`src/rtl/core/pcrc_pkg.sv`:
```
// Package for the programmable CRC engine.
// Holds register indexes, field codes and the CRC width helpers; no dependencies.

package pcrc_pkg;

    localparam int MAX_CRC_WIDTH = 32;

    localparam int REG_IDX_W = 3;
    localparam int PADDR_W   = 5;

    localparam logic [REG_IDX_W-1:0] REG_POLY_SIZE   = 3'd0;
    localparam logic [REG_IDX_W-1:0] REG_REVERSE_IN  = 3'd1;
    localparam logic [REG_IDX_W-1:0] REG_REVERSE_OUT = 3'd2;
    localparam logic [REG_IDX_W-1:0] REG_INIT_VALUE  = 3'd3;
    localparam logic [REG_IDX_W-1:0] REG_POLYNOMIAL  = 3'd4;

    localparam logic OP_RESTART = 1'b0;
    localparam logic OP_FEED    = 1'b1;

    localparam logic [1:0] SIZE_7  = 2'd0;
    localparam logic [1:0] SIZE_8  = 2'd1;
    localparam logic [1:0] SIZE_16 = 2'd2;
    localparam logic [1:0] SIZE_32 = 2'd3;

    localparam logic [1:0] DSIZE_8  = 2'd0;
    localparam logic [1:0] DSIZE_16 = 2'd1;

    localparam logic [1:0] REV_NONE     = 2'd0;
    localparam logic [1:0] REV_BYTE     = 2'd1;
    localparam logic [1:0] REV_HALFWORD = 2'd2;
    localparam logic [1:0] REV_WORD     = 2'd3;

    typedef logic [5:0] width_t;

    function automatic width_t crc_width_f(input logic [1:0] size);
        width_t w;
        case (size)
            SIZE_7:  w = 6'd7;
            SIZE_8:  w = 6'd8;
            SIZE_16: w = 6'd16;
            default: w = 6'd32;
        endcase
        if (w > width_t'(MAX_CRC_WIDTH))
        begin
            w = width_t'(MAX_CRC_WIDTH);
        end
        return w;
    endfunction

    function automatic logic [31:0] width_mask_f(input width_t w);
        logic [32:0] m;
        m = (33'd1 << w) - 33'd1;
        return m[31:0];
    endfunction

endpackage

```
`src/rtl/core/programmable_crc_engine_top.sv`:
```
// Top level of the programmable CRC engine: APB register file and CRC datapath.
// Depends on pcrc_pkg for register indexes, field codes and width helpers.

// Each word is accepted into an input register; from there the whole 8, 16 or
// 32 bit update of the CRC is done combinationally by an unrolled shift-and-XOR
// network that feeds the result register. The block takes one word per cycle
// while the result register is free or being emptied. Its rate is set by the
// loop through the CRC register, which closes combinationally. The
// registers must only be written while no word is in flight.

module programmable_crc_engine_top
    import pcrc_pkg::*;
(
    input  logic                clk,
    input  logic                rst_n,
    input  logic                psel,
    input  logic                penable,
    input  logic                pwrite,
    input  logic [PADDR_W-1:0]  paddr,
    input  logic [31:0]         pwdata,
    output logic [31:0]         prdata,
    output logic                pready,
    input  logic                in_valid,
    output logic                in_ready,
    input  logic                operation,
    input  logic [31:0]         data,
    input  logic [1:0]          data_size,
    input  logic                end_of_block,
    output logic                out_valid,
    input  logic                out_ready,
    output logic [31:0]         crc_value,
    output logic                block_done
);

    logic [1:0]           poly_size_reg;
    logic [1:0]           reverse_in_reg;
    logic                 reverse_out_reg;
    logic [31:0]          init_value_reg;
    logic [31:0]          polynomial_reg;
    logic [31:0]          crc_reg;
    logic [31:0]          crc_next;

    logic                 s1_valid_reg;
    logic                 s1_op_reg;
    logic [31:0]          s1_data_reg;
    logic [1:0]           s1_size_reg;
    logic                 s1_eob_reg;

    logic                 out_valid_reg;
    logic [31:0]          out_crc_reg;
    logic [31:0]          out_crc_next;
    logic                 out_eob_reg;

    logic                 cfg_write;
    logic [REG_IDX_W-1:0] cfg_idx;
    logic                 advance;

    width_t               crc_w;
    logic [31:0]          mask;
    logic [4:0]           top_idx;
    width_t               data_n;
    logic [31:0]          data_masked;
    logic [31:0]          rev8;
    logic [31:0]          rev16;
    logic [31:0]          rev32;
    logic [31:0]          data_rev;
    logic [31:0]          data_aligned;
    logic [31:0]          chain [0:32];
    logic [31:0]          feed_crc;
    logic [31:0]          report;
    logic [31:0]          report_rev;

    assign pready    = 1'b1;
    assign cfg_idx   = paddr[PADDR_W-1:2];
    assign cfg_write = psel && penable && pwrite && pready;

    always_ff @(posedge clk or negedge rst_n)
    begin
        if (!rst_n)
        begin
            poly_size_reg   <= SIZE_32;
            reverse_in_reg  <= REV_NONE;
            reverse_out_reg <= 1'b0;
            init_value_reg  <= 32'hFFFF_FFFF;
            polynomial_reg  <= 32'h04C1_1DB7;
        end
        else if (cfg_write)
        begin
            unique case (cfg_idx)
                REG_POLY_SIZE:   poly_size_reg   <= pwdata[1:0];
                REG_REVERSE_IN:  reverse_in_reg  <= pwdata[1:0];
                REG_REVERSE_OUT: reverse_out_reg <= pwdata[0];
                REG_INIT_VALUE:  init_value_reg  <= pwdata;
                REG_POLYNOMIAL:  polynomial_reg  <= pwdata;
                default:         ;
            endcase
        end
    end

    always_comb
    begin
        unique case (cfg_idx)
            REG_POLY_SIZE:   prdata = {30'd0, poly_size_reg};
            REG_REVERSE_IN:  prdata = {30'd0, reverse_in_reg};
            REG_REVERSE_OUT: prdata = {31'd0, reverse_out_reg};
            REG_INIT_VALUE:  prdata = init_value_reg;
            REG_POLYNOMIAL:  prdata = polynomial_reg;
            default:         prdata = 32'd0;
        endcase
    end

    // The input register moves on whenever the result register is free or
    // being emptied in the same cycle.
    assign advance  = s1_valid_reg && (!out_valid_reg || out_ready);
    assign in_ready = !s1_valid_reg || advance;

    always_ff @(posedge clk or negedge rst_n)
    begin
        if (!rst_n)
        begin
            s1_valid_reg <= 1'b0;
        end
        else if (in_ready)
        begin
            s1_valid_reg <= in_valid;
        end
    end

    always_ff @(posedge clk)
    begin
        if (in_valid && in_ready)
        begin
            s1_op_reg   <= operation;
            s1_data_reg <= data;
            s1_size_reg <= data_size;
            s1_eob_reg  <= end_of_block;
        end
    end

    assign crc_w   = crc_width_f(poly_size_reg);
    assign mask    = width_mask_f(crc_w);
    assign top_idx = 5'(crc_w - 6'd1);

    always_comb
    begin
        case (s1_size_reg)
            DSIZE_8:  data_n = 6'd8;
            DSIZE_16: data_n = 6'd16;
            default:  data_n = 6'd32;
        endcase
    end

    assign data_masked = s1_data_reg & width_mask_f(data_n);

    always_comb
    begin
        for (int i = 0; i < 32; i++)
        begin
            rev8[i]  = data_masked[(i / 8) * 8 + 7 - (i % 8)];
            rev16[i] = data_masked[(i / 16) * 16 + 15 - (i % 16)];
            rev32[i] = data_masked[31 - i];
        end
    end

    always_comb
    begin
        case (reverse_in_reg)
            REV_BYTE:     data_rev = rev8;
            REV_HALFWORD: data_rev = (data_n == 6'd8) ? rev8 : rev16;
            REV_WORD:     data_rev = rev32 >> (6'd32 - data_n);
            default:      data_rev = data_masked;
        endcase
    end

    // The first data bit to enter the CRC sits at the top of the aligned word.
    assign data_aligned = data_rev << (6'd32 - data_n);

    always_comb
    begin
        chain[0] = crc_reg & mask;
        for (int i = 0; i < 32; i++)
        begin
            chain[i + 1] = (chain[i] << 1) & mask;
            if (chain[i][top_idx] ^ data_aligned[31 - i])
            begin
                chain[i + 1] = chain[i + 1] ^ (polynomial_reg & mask);
            end
        end
    end

    always_comb
    begin
        case (s1_size_reg)
            DSIZE_8:  feed_crc = chain[8];
            DSIZE_16: feed_crc = chain[16];
            default:  feed_crc = chain[32];
        endcase
    end

    always_comb
    begin
        if (s1_op_reg == OP_RESTART)
        begin
            crc_next = init_value_reg & mask;
        end
        else
        begin
            crc_next = (crc_reg & ~mask) | feed_crc;
        end
    end

    assign report = crc_next & mask;

    always_comb
    begin
        for (int i = 0; i < 32; i++)
        begin
            report_rev[i] = report[31 - i];
        end
    end

    assign out_crc_next = reverse_out_reg ? (report_rev >> (6'd32 - crc_w)) : report;

    always_ff @(posedge clk or negedge rst_n)
    begin
        if (!rst_n)
        begin
            crc_reg       <= 32'hFFFF_FFFF;
            out_valid_reg <= 1'b0;
        end
        else
        begin
            if (advance)
            begin
                crc_reg <= crc_next;
            end
            if (advance)
            begin
                out_valid_reg <= 1'b1;
            end
            else if (out_ready)
            begin
                out_valid_reg <= 1'b0;
            end
        end
    end

    always_ff @(posedge clk)
    begin
        if (advance)
        begin
            out_crc_reg <= out_crc_next;
            out_eob_reg <= s1_eob_reg;
        end
    end

    assign out_valid  = out_valid_reg;
    assign crc_value  = out_crc_reg;
    assign block_done = out_eob_reg;

    a_restart_loads_init: assert property (@(posedge clk) disable iff (!rst_n)
        advance && (s1_op_reg == OP_RESTART) |=>
            crc_reg == ($past(init_value_reg) & $past(mask)))
        else $error("Restart word did not load the masked initial value.");

    a_feed_keeps_upper: assert property (@(posedge clk) disable iff (!rst_n)
        advance && (s1_op_reg == OP_FEED) |=>
            (crc_reg & ~$past(mask)) == ($past(crc_reg) & ~$past(mask)))
        else $error("Data word changed CRC bits above the active width.");

    a_held_word_kept: assert property (@(posedge clk) disable iff (!rst_n)
        s1_valid_reg && !advance |=> s1_valid_reg && $stable(s1_data_reg)
            && $stable(s1_op_reg) && $stable(s1_size_reg))
        else $error("Pending input word was lost or overwritten.");

endmodule

```
`config.mk`:
```
export PLATFORM = sky130hd
export DESIGN_NAME = programmable_crc_engine_top
export DESIGN_NICKNAME = d
export VERILOG_FILES = /design/src/rtl/core/pcrc_pkg.sv /design/src/rtl/core/programmable_crc_engine_top.sv
export SDC_FILE = /design/constraint.sdc
export NUM_CORES = 2
export LEC_CHECK = 0
export ABC_CLOCK_PERIOD_IN_PS = 75500
export BUFFER_PORTS_ARGS = -buffer_cell sky130_fd_sc_hd__buf_2
export CORE_MARGIN = 10
export CORE_UTILIZATION = 25
export DETAILED_ROUTE_END_ITERATION = 8
export SLEW_MARGIN = 20
export SYNTH_ARGS = -nofsm -noshare
export SYNTH_HDL_FRONTEND = slang
export SYNTH_SLANG_ARGS = --single-unit
```
`constraint.sdc`:
```
create_clock -name clk -period 75.5 [get_ports clk]
set_clock_uncertainty 0.05 [all_clocks]
set_input_delay 15.1 -clock clk [delete_from_list [all_inputs] [get_ports clk]]
set_output_delay 15.1 -clock clk [all_outputs]
set_load 0.02 [all_outputs]
```
# ---- Yosys cells after proc, flatten, opt, wreduce, memory -nomap -nowiden
# Index checks and enable logic that the tools add are counted.
dict set report totals {
  register_bits 172
  inputBits 80
  out_inout_bits 68
  elab_cells 265
}
dict set report classes {
  n_addsub 5
  n_lt_le_gt_ge 2
  eq_ne 11
  n_shift 5
  mux 107
  bitwise 104
  reduce_logical 17
}
# operator count
set ops {}
lappend ops {{32-bit bitwise AND} 38}
lappend ops {{32-bit two-way mux} 35}
lappend ops {{32-bit XOR} 32}
lappend ops {{1-bit binary-select mux with 5-bit select} 32}
lappend ops {{32-bit case mux with 5 select lines} 1}
lappend ops {{32-bit case mux with 3 select lines} 1}
lappend ops {{32-bit case mux with 2 select lines} 1}
lappend ops {{1-bit by 6-bit left shift with 32-bit output, first input constant} 2}
lappend ops {{32-bit by 6-bit >> shifter with 32-bit output} 2}
lappend ops {{32-bit by 1-bit subtractor with 32-bit output, second input constant} 2}
lappend ops {{1-bit two-way mux} 34}
lappend ops {{32-bit inverter} 1}
lappend ops {{32-bit bitwise OR} 1}
lappend ops {{32-bit by 6-bit left shift with 32-bit output} 1}
lappend ops {{1-bit XOR} 32}
lappend ops {{6-bit case mux with 3 select lines} 1}
lappend ops {{6-bit case mux with 2 select lines} 1}
lappend ops {{6-bit subtractor, first input constant} 2}
lappend ops {{2-bit AND reduction} 5}
lappend ops {{2-bit by 1-bit equality test with 1-bit output, second input constant} 3}
lappend ops {{2-bit equality test, second input constant} 3}
lappend ops {{3-bit by 2-bit equality test with 1-bit output, second input constant} 2}
lappend ops {{6-bit by 4-bit equality test with 1-bit output, second input constant} 1}
lappend ops {{6-bit greater-than comparator, second input constant} 1}
lappend ops {{other kinds (11)} 17}

# ---- Longest topological paths before layout
dict set report depth {
  depth_word 141
  ltp_mapped 153
  mapped_depth_nobuf 123
}

# ---- Least setup slack after synthesis
# Ideal clock, no wire load.
dict set report synth_timing {
  path_kind {register -> register}
  from {reg s1_size_reg[1]}
  to {reg out_crc_reg[18] (netlist: crc_value[18]), data pin}
  setup_ns 0.265
  arrival_time_ns 34.121
  required_time_ns 75.185
  slack_ns 41.064
  stages_incl_launch_ff 137
  n_path_buf 15
  period_less_slack_ns 34.436
  path_cell_list {edfxtp_1 nor2_4 inv_4 clkbuf_1 clkbuf_1 buf_1 buf_6 ha_1 nor2b_1 buf_6 and3_1 a211o_1 a221oi_4 mux2i_1 mux2_4 or3_4 or3_1 buf_6 [... 101 more ...] xnor2_1 a21oi_1 o32ai_2 nor2_2 mux2_2 nor4_4 a41o_1 o21ai_1 a21oi_1 mux2_2 o221a_2 a21oi_4 buf_8 nor4_1 nor3_2 mux2i_1 a221oi_1 o22ai_1}
}
dict set report synth_via {
  elab_chain_len 140
  elab_cells_between_ends 206
  cone_classes {add/sub (2); eq/ne (2); shift (4); mux (100); bitwise (97); reduce/logical (1)}
}
# item line
set synth_lines {}
lappend synth_lines {{start, declared} programmable_crc_engine_top.sv:46} ;# logic [1:0] s1_size_reg;
lappend synth_lines {{start signal, assigned} programmable_crc_engine_top.sv:135} ;# s1_size_reg <= data_size;
lappend synth_lines {{2-bit by 1-bit equality test with 1-bit output / 2-bit logical NOT (equally long branches)} {programmable_crc_engine_top.sv:146, programmable_crc_engine_top.sv:193}}
lappend synth_lines {{6-bit case mux with 2 select lines} programmable_crc_engine_top.sv:146} ;# case (s1_size_reg)
lappend synth_lines {{1-bit by 6-bit left shift with 32-bit output} pcrc_pkg.sv:52} ;# m = (33'd1 << w) - 33'd1;
lappend synth_lines {{32-bit by 1-bit subtractor with 32-bit output} pcrc_pkg.sv:52}
lappend synth_lines {{32-bit bitwise AND} programmable_crc_engine_top.sv:153} ;# assign data_masked = s1_data_reg & width_mask_f(data_n);
lappend synth_lines {{32-bit by 6-bit >> shifter with 32-bit output / 32-bit two-way mux (equally long branches)} {programmable_crc_engine_top.sv:170, programmable_crc_engine_top.sv:169}}
lappend synth_lines {{32-bit case mux with 3 select lines} programmable_crc_engine_top.sv:167} ;# case (reverse_in_reg)
lappend synth_lines {{32-bit by 6-bit left shift with 32-bit output} programmable_crc_engine_top.sv:176} ;# assign data_aligned = data_rev << (6'd32 - data_n);
lappend synth_lines {{[... 125 more ...]} n/a}
lappend synth_lines {{32-bit two-way mux} programmable_crc_engine_top.sv:184} ;# if (chain[i][top_idx] ^ data_aligned[31 - i])
lappend synth_lines {{32-bit case mux with 2 select lines (*)} programmable_crc_engine_top.sv:193} ;# case (s1_size_reg)
lappend synth_lines {{32-bit bitwise OR (*)} programmable_crc_engine_top.sv:208} ;# crc_next = (crc_reg & ~mask) | feed_crc;
lappend synth_lines {{32-bit two-way mux (*)} programmable_crc_engine_top.sv:202} ;# if (s1_op_reg == OP_RESTART)
lappend synth_lines {{32-bit bitwise AND (*)} programmable_crc_engine_top.sv:212} ;# assign report = crc_next & mask;
lappend synth_lines {{32-bit by 6-bit >> shifter with 32-bit output} programmable_crc_engine_top.sv:222} ;# assign out_crc_next = reverse_out_reg ? (report_rev >> (6'd32 - crc_w)) : report;
lappend synth_lines {{32-bit two-way mux (*)} programmable_crc_engine_top.sv:222}
lappend synth_lines {{via out_crc_next[18]} programmable_crc_engine_top.sv:51} ;# logic [31:0] out_crc_next;
lappend synth_lines {{end signal, assigned} programmable_crc_engine_top.sv:252} ;# out_crc_reg <= out_crc_next;
lappend synth_lines {{end, declared} programmable_crc_engine_top.sv:50} ;# logic [31:0] out_crc_reg;
# The timed path passes the listed nets; every way through them passes the cells marked *. The select of a mux whose other input is x is not followed.
# A chain may end at the register's enable or synchronous reset.

# ---- Worst setup path after layout
dict set report layout_timing {
  from {reg poly_size_reg[0]}
  to {reg out_crc_reg[5] (netlist: crc_value[5]), data pin}
}
dict set report layout_via {
  elab_chain_len 141
  elab_cells_between_ends 213
  cone_classes {add/sub (3); order compare (1); eq/ne (2); shift (2); mux (101); bitwise (103); reduce/logical (1)}
}
# item line
set layout_lines {}
lappend layout_lines {{start, declared} programmable_crc_engine_top.sv:35} ;# logic [1:0] poly_size_reg;
lappend layout_lines {{start signal, assigned} programmable_crc_engine_top.sv:90} ;# REG_POLY_SIZE: poly_size_reg <= pwdata[1:0];
lappend layout_lines {{2-bit equality test, or another cell as far along} pcrc_pkg.sv:37} ;# case (size)
lappend layout_lines {{6-bit case mux with 3 select lines (*)} pcrc_pkg.sv:37}
lappend layout_lines {{6-bit greater-than comparator} pcrc_pkg.sv:43} ;# if (w > width_t'(MAX_CRC_WIDTH))
lappend layout_lines {{6-bit two-way mux (*)} pcrc_pkg.sv:43}
lappend layout_lines {{1-bit by 6-bit left shift with 32-bit output} pcrc_pkg.sv:52}
lappend layout_lines {{32-bit by 1-bit subtractor with 32-bit output} pcrc_pkg.sv:52}
lappend layout_lines {{32-bit bitwise AND} programmable_crc_engine_top.sv:180} ;# chain[0] = crc_reg & mask;
lappend layout_lines {{1-bit binary-select mux with 5-bit select} programmable_crc_engine_top.sv:184}
lappend layout_lines {{[... 126 more ...]} n/a}
lappend layout_lines {{32-bit two-way mux} programmable_crc_engine_top.sv:184}
lappend layout_lines {{32-bit case mux with 2 select lines} programmable_crc_engine_top.sv:193}
lappend layout_lines {{32-bit bitwise OR} programmable_crc_engine_top.sv:208}
lappend layout_lines {{32-bit two-way mux} programmable_crc_engine_top.sv:202}
lappend layout_lines {{32-bit bitwise AND} programmable_crc_engine_top.sv:212}
lappend layout_lines {{32-bit by 6-bit >> shifter with 32-bit output} programmable_crc_engine_top.sv:222}
lappend layout_lines {{32-bit two-way mux (*)} programmable_crc_engine_top.sv:222}
lappend layout_lines {{via out_crc_next[5]} programmable_crc_engine_top.sv:51}
# Marks and branches as above.

==> impl_summary.txt <==
----------------------------------------------------
[Run status]
  Status ... completed

[Setup path]
  Crit path from ... poly_size_reg[0]
  Crit path launch type ... flop
  Crit end category ... flop
  Slowest stage cell, crit path ... sky130_fd_sc_hd__dfstp_2
  Max incr delay on CP ... between 800 and 900 ps
  Required @ worst endpoint ... between 70000 and 80000 ps
  CP most frequent cell ... sky130_fd_sc_hd__buf_4
  Type of the worst setup path ... reg -> reg
  Data arrival, critical path ... between 40000 and 50000 ps
  Maximum net fanout on the critical path ... 46
  Number of cells traversed by the worst register-to-register path ... between 100 and 150
  Reg-to-reg setup timing slack ... a little under 30000 ps
  Source of the worst register-to-register timing path ... poly_size_reg[0]
  CP endpoint ... crc_value[5]
  Worst R2R End ... crc_value[5]

[Clocking]
  TritonCTS clock tree ... yes
  Number of clock sinks seen by CTS ... between 150 and 200
  Root buffer selected by CTS ... sky130_fd_sc_hd__clkbuf_16
  Hold bufs inserted after CTS ... 0
  Clk_lat worst skew ... between 500 and 600 ps
  Buffers from clock root to sink, at most ... 2
  Post-CTS Setup Inserts ... 0
  CTS H-tree lvls ... 4
  CTS buffer count ... 17
  Number of gates given a new drive strength after cts ... 0
  Clock Pin Slew Worst Setup and Hold Paths ... approximately 100 ps

[Logic synthesis]
  Count of mapped cells out of synthesis ... 5497
  Post-synthesis adder-cell area fraction ... less than 1%
  Number of synthesized register bits ... 172
  Syn_nets ... roughly 5600
  Register area share after synthesis ... between 10% and 20%
  Mux cell area share after synthesis ... 6.36%
  Number of library cell types mapped by synthesis ... about 160
  Post-synth EDFFs ... between 60 and 70
  Most used DFF post-synth ... sky130_fd_sc_hd__dfstp_2
  Post-synthesis instance area ... a little under 40000 um^2
  Main combinational cell family by area after synthesis ... simple AND/OR/NAND/NOR gates
  Synth Area in XOR/XNOR ... around 20%
  Yosys warning count ... 0
  Fraction of registers with async set/reset ... between 50% and 60%
  Share of synthesized cell area in and, or, nand and nor gates ... between 20% and 30%
  Post-synthesis area per instance ... around 7.0 um^2
  Post-synthesis compound-gate area fraction ... a little under a quarter

[Floorplanning]
  Cell Rows ... 144
  Die Footprint ... approximately 170000 um^2
  Initial Util ... between 20% and 30%
  Die Span Y ... a little over 400 um
  Die Span X ... between 400 and 500 um
  I/O pin total ... 148
  Floorplan core area ... between 150000 and 200000 um^2

[Timing]
  # setup viols final ... 0
  Setup repair after global routing missed its margin ... no
  Worst hold slack after final layout ... between 300 and 400 ps
  Maximum achievable frequency ... around 22 MHz
  Worst slew pin tran ... 1410 ps
  Aggregate negative setup slack ... 0 ps
  Max_slew headroom ... under 10%
  Number of endpoints with negative hold slack in the final report ... 0
  Fin crit period ... about 46000 ps
  Fraction of the cycle the final worst path needs ... between 60% and 70%
  Pins over their slew limit ... 0

[Finish]
  Synth-to-layout area growth ... 6.99%
  Area occupied by multi-input gates ... just over 30000 um^2
  Combined flip-flop and latch cell area ... roughly 4800 um^2
  Ratio of cells with drive above 1 in the final layout ... between 10% and 20%
  Number of nets in the finished design ... approximately 5500
  Post-layout instance area ... just over 40000 um^2
  Final Util ... about 27%
  Fill cells ... roughly 17000

[Placement]
  DP Wirelength ... 166000 um
  Number of buffers added on ports ... roughly 140
  Weighted congestion at the end of routability-driven global placement ... ~1.1
  Placement Cell Area ... a little over 40000 um^2

[GRT]
  Largest net degree at the start of global routing ... between 70 and 80
  Global-route track usage on met3 ... roughly 8%
  Initial antenna violation count ... 23
  Global routing's busiest layer ... met2
  Global route overflow ... 0
  Number of global-route vias before repair ... around 40000
  Global router's overall resource usage ... roughly a quarter
  Global-route track usage on met2 ... 35.8%
  Met1 demand-to-capacity share in global routing ... 31.6%
  Global-route wire length before repair ... around 310000 um

[Drt]
  WL per Instance ... approximately 30 um
  Initial DRT Pass Iterations ... 7
  Final ANT Viol Nets ... 0
  DRC violations left ... 0
  Count of vias placed by the detailed router ... between 40000 and 50000
  Total Routed Length ... ~230000 um
  Average vias per placed instance ... between 6 and 7
  DR iter-0 viols ... 7292

[Hold path]
  Hold crit path type ... reg -> reg

[Flow run]
  Max-cap violations ... 0

----------------------------------------------------
worst max-delay path: cells and delay by family, from the launching register on:
kind | cells | cell delay, ps
AOI/OAI and AO/OA | 62 | 20350
and+or+nand+nor | 38 | 12750
muxes | 12 | 4900
buffers and inverters | 11 | 4200
xor gates and xnor gates | 7 | 2340
DFF | 1 | 870
adders and majority gates | 1 | 440
placed cells by master (no fill, tap or decap), types with 32 or more instances in the layout:
cell type and n:
sky130_fd_sc_hd__buf_2 143, sky130_fd_sc_hd__a21oi_1 243, sky130_fd_sc_hd__inv_1 41, sky130_fd_sc_hd__mux2_2 79, sky130_fd_sc_hd__edfxtp_1 69, sky130_fd_sc_hd__nand2_1 1106, sky130_fd_sc_hd__buf_4 186, sky130_fd_sc_hd__xnor2_1 699
sky130_fd_sc_hd__or3_1 32, sky130_fd_sc_hd__and3_1 85, sky130_fd_sc_hd__a211oi_1 50, sky130_fd_sc_hd__a22oi_1 33, sky130_fd_sc_hd__nand4_1 68, sky130_fd_sc_hd__o211ai_1 62, sky130_fd_sc_hd__o2111ai_1 41, sky130_fd_sc_hd__a31oi_1 49
sky130_fd_sc_hd__and2_1 63, sky130_fd_sc_hd__nor2_1 457, sky130_fd_sc_hd__o21ai_1 80, sky130_fd_sc_hd__dfstp_2 79, sky130_fd_sc_hd__mux2i_1 120, sky130_fd_sc_hd__xor2_1 140, sky130_fd_sc_hd__nor3_1 149, sky130_fd_sc_hd__o21ai_0 171
sky130_fd_sc_hd__nand3_1 204, sky130_fd_sc_hd__nor4_1 63
Yosys cell counts, types with 85 or more instances:
cell,number,area (um^2)
sky130_fd_sc_hd__and3_1,85,532
sky130_fd_sc_hd__nand2_1,1108,4160
sky130_fd_sc_hd__nand3_1,204,1020
sky130_fd_sc_hd__o21ai_0,172,861
sky130_fd_sc_hd__xor2_1,142,1240
sky130_fd_sc_hd__buf_6,88,991
sky130_fd_sc_hd__nor3_1,150,751
sky130_fd_sc_hd__a21oi_1,244,1220
sky130_fd_sc_hd__xnor2_1,702,6150
sky130_fd_sc_hd__nor2_1,472,1770
sky130_fd_sc_hd__clkbuf_1,214,803
sky130_fd_sc_hd__mux2i_1,120,1200
worst min path at each step:
stage | from | end | slack [ps] | cells after the start
final | s1_eob_reg | block_done | 370 | 0
after global routing | s1_eob_reg | block_done | 380 | 0
after CTS | s1_eob_reg | block_done | 370 | 0
after detailed placement | s1_eob_reg | block_done | 360 | 0
after global placement | s1_eob_reg | block_done | 350 | 0
after floorplan | s1_eob_reg | block_done | 350 | 0
stage by stage:
| stage | std cells | worst slack [ps] |
|---|---|---|
| finish | 7447 | 29020 |
| global route | 7433 | 27550 |
| CTS | 7432 | 30470 |
| detailed placement | 7400 | 30640 |
| global placement | 7400 | 31020 |
| floorplan | 5497 | 41060 |
logic make-up after synthesis:
kind of cell,count (synthesis)
simple gates,2485
compound gates,1229
xor+xnor,862
buf+inv,523
mux,221
flops,172
fa+ha+maj,4
other cells,1
area by class of cell:
| type | instances | area share [%] |
|---|---|---|
| Multi-Input combinational cell | 4802 | 75.0 |
| Inverter | 52 | 0.496 |
| Antenna cell | 15 | 0.0907 |
| Timing Repair Buffer | 330 | 5.15 |
| Clock buffer | 17 | 1.03 |
| Clock inverter | 15 | 0.511 |
| Tap cell | 2044 | 6.18 |
| Sequential cell | 172 | 11.5 |
layer usage:
layer / wire length (um) / vias up / part of all wire (%)
met5: 132 / - / 0.058
met4: 22000 / 20 / 9.6
met3: 31000 / 913 / 14
met2: 90900 / 3546 / 40
met1: 84300 / 21600 / 37
li1: - / 19300 / -
Power is left out: the tool's default activity adds up to more than one toggle a clock period on the data nets, which glitch-free logic cannot reach.
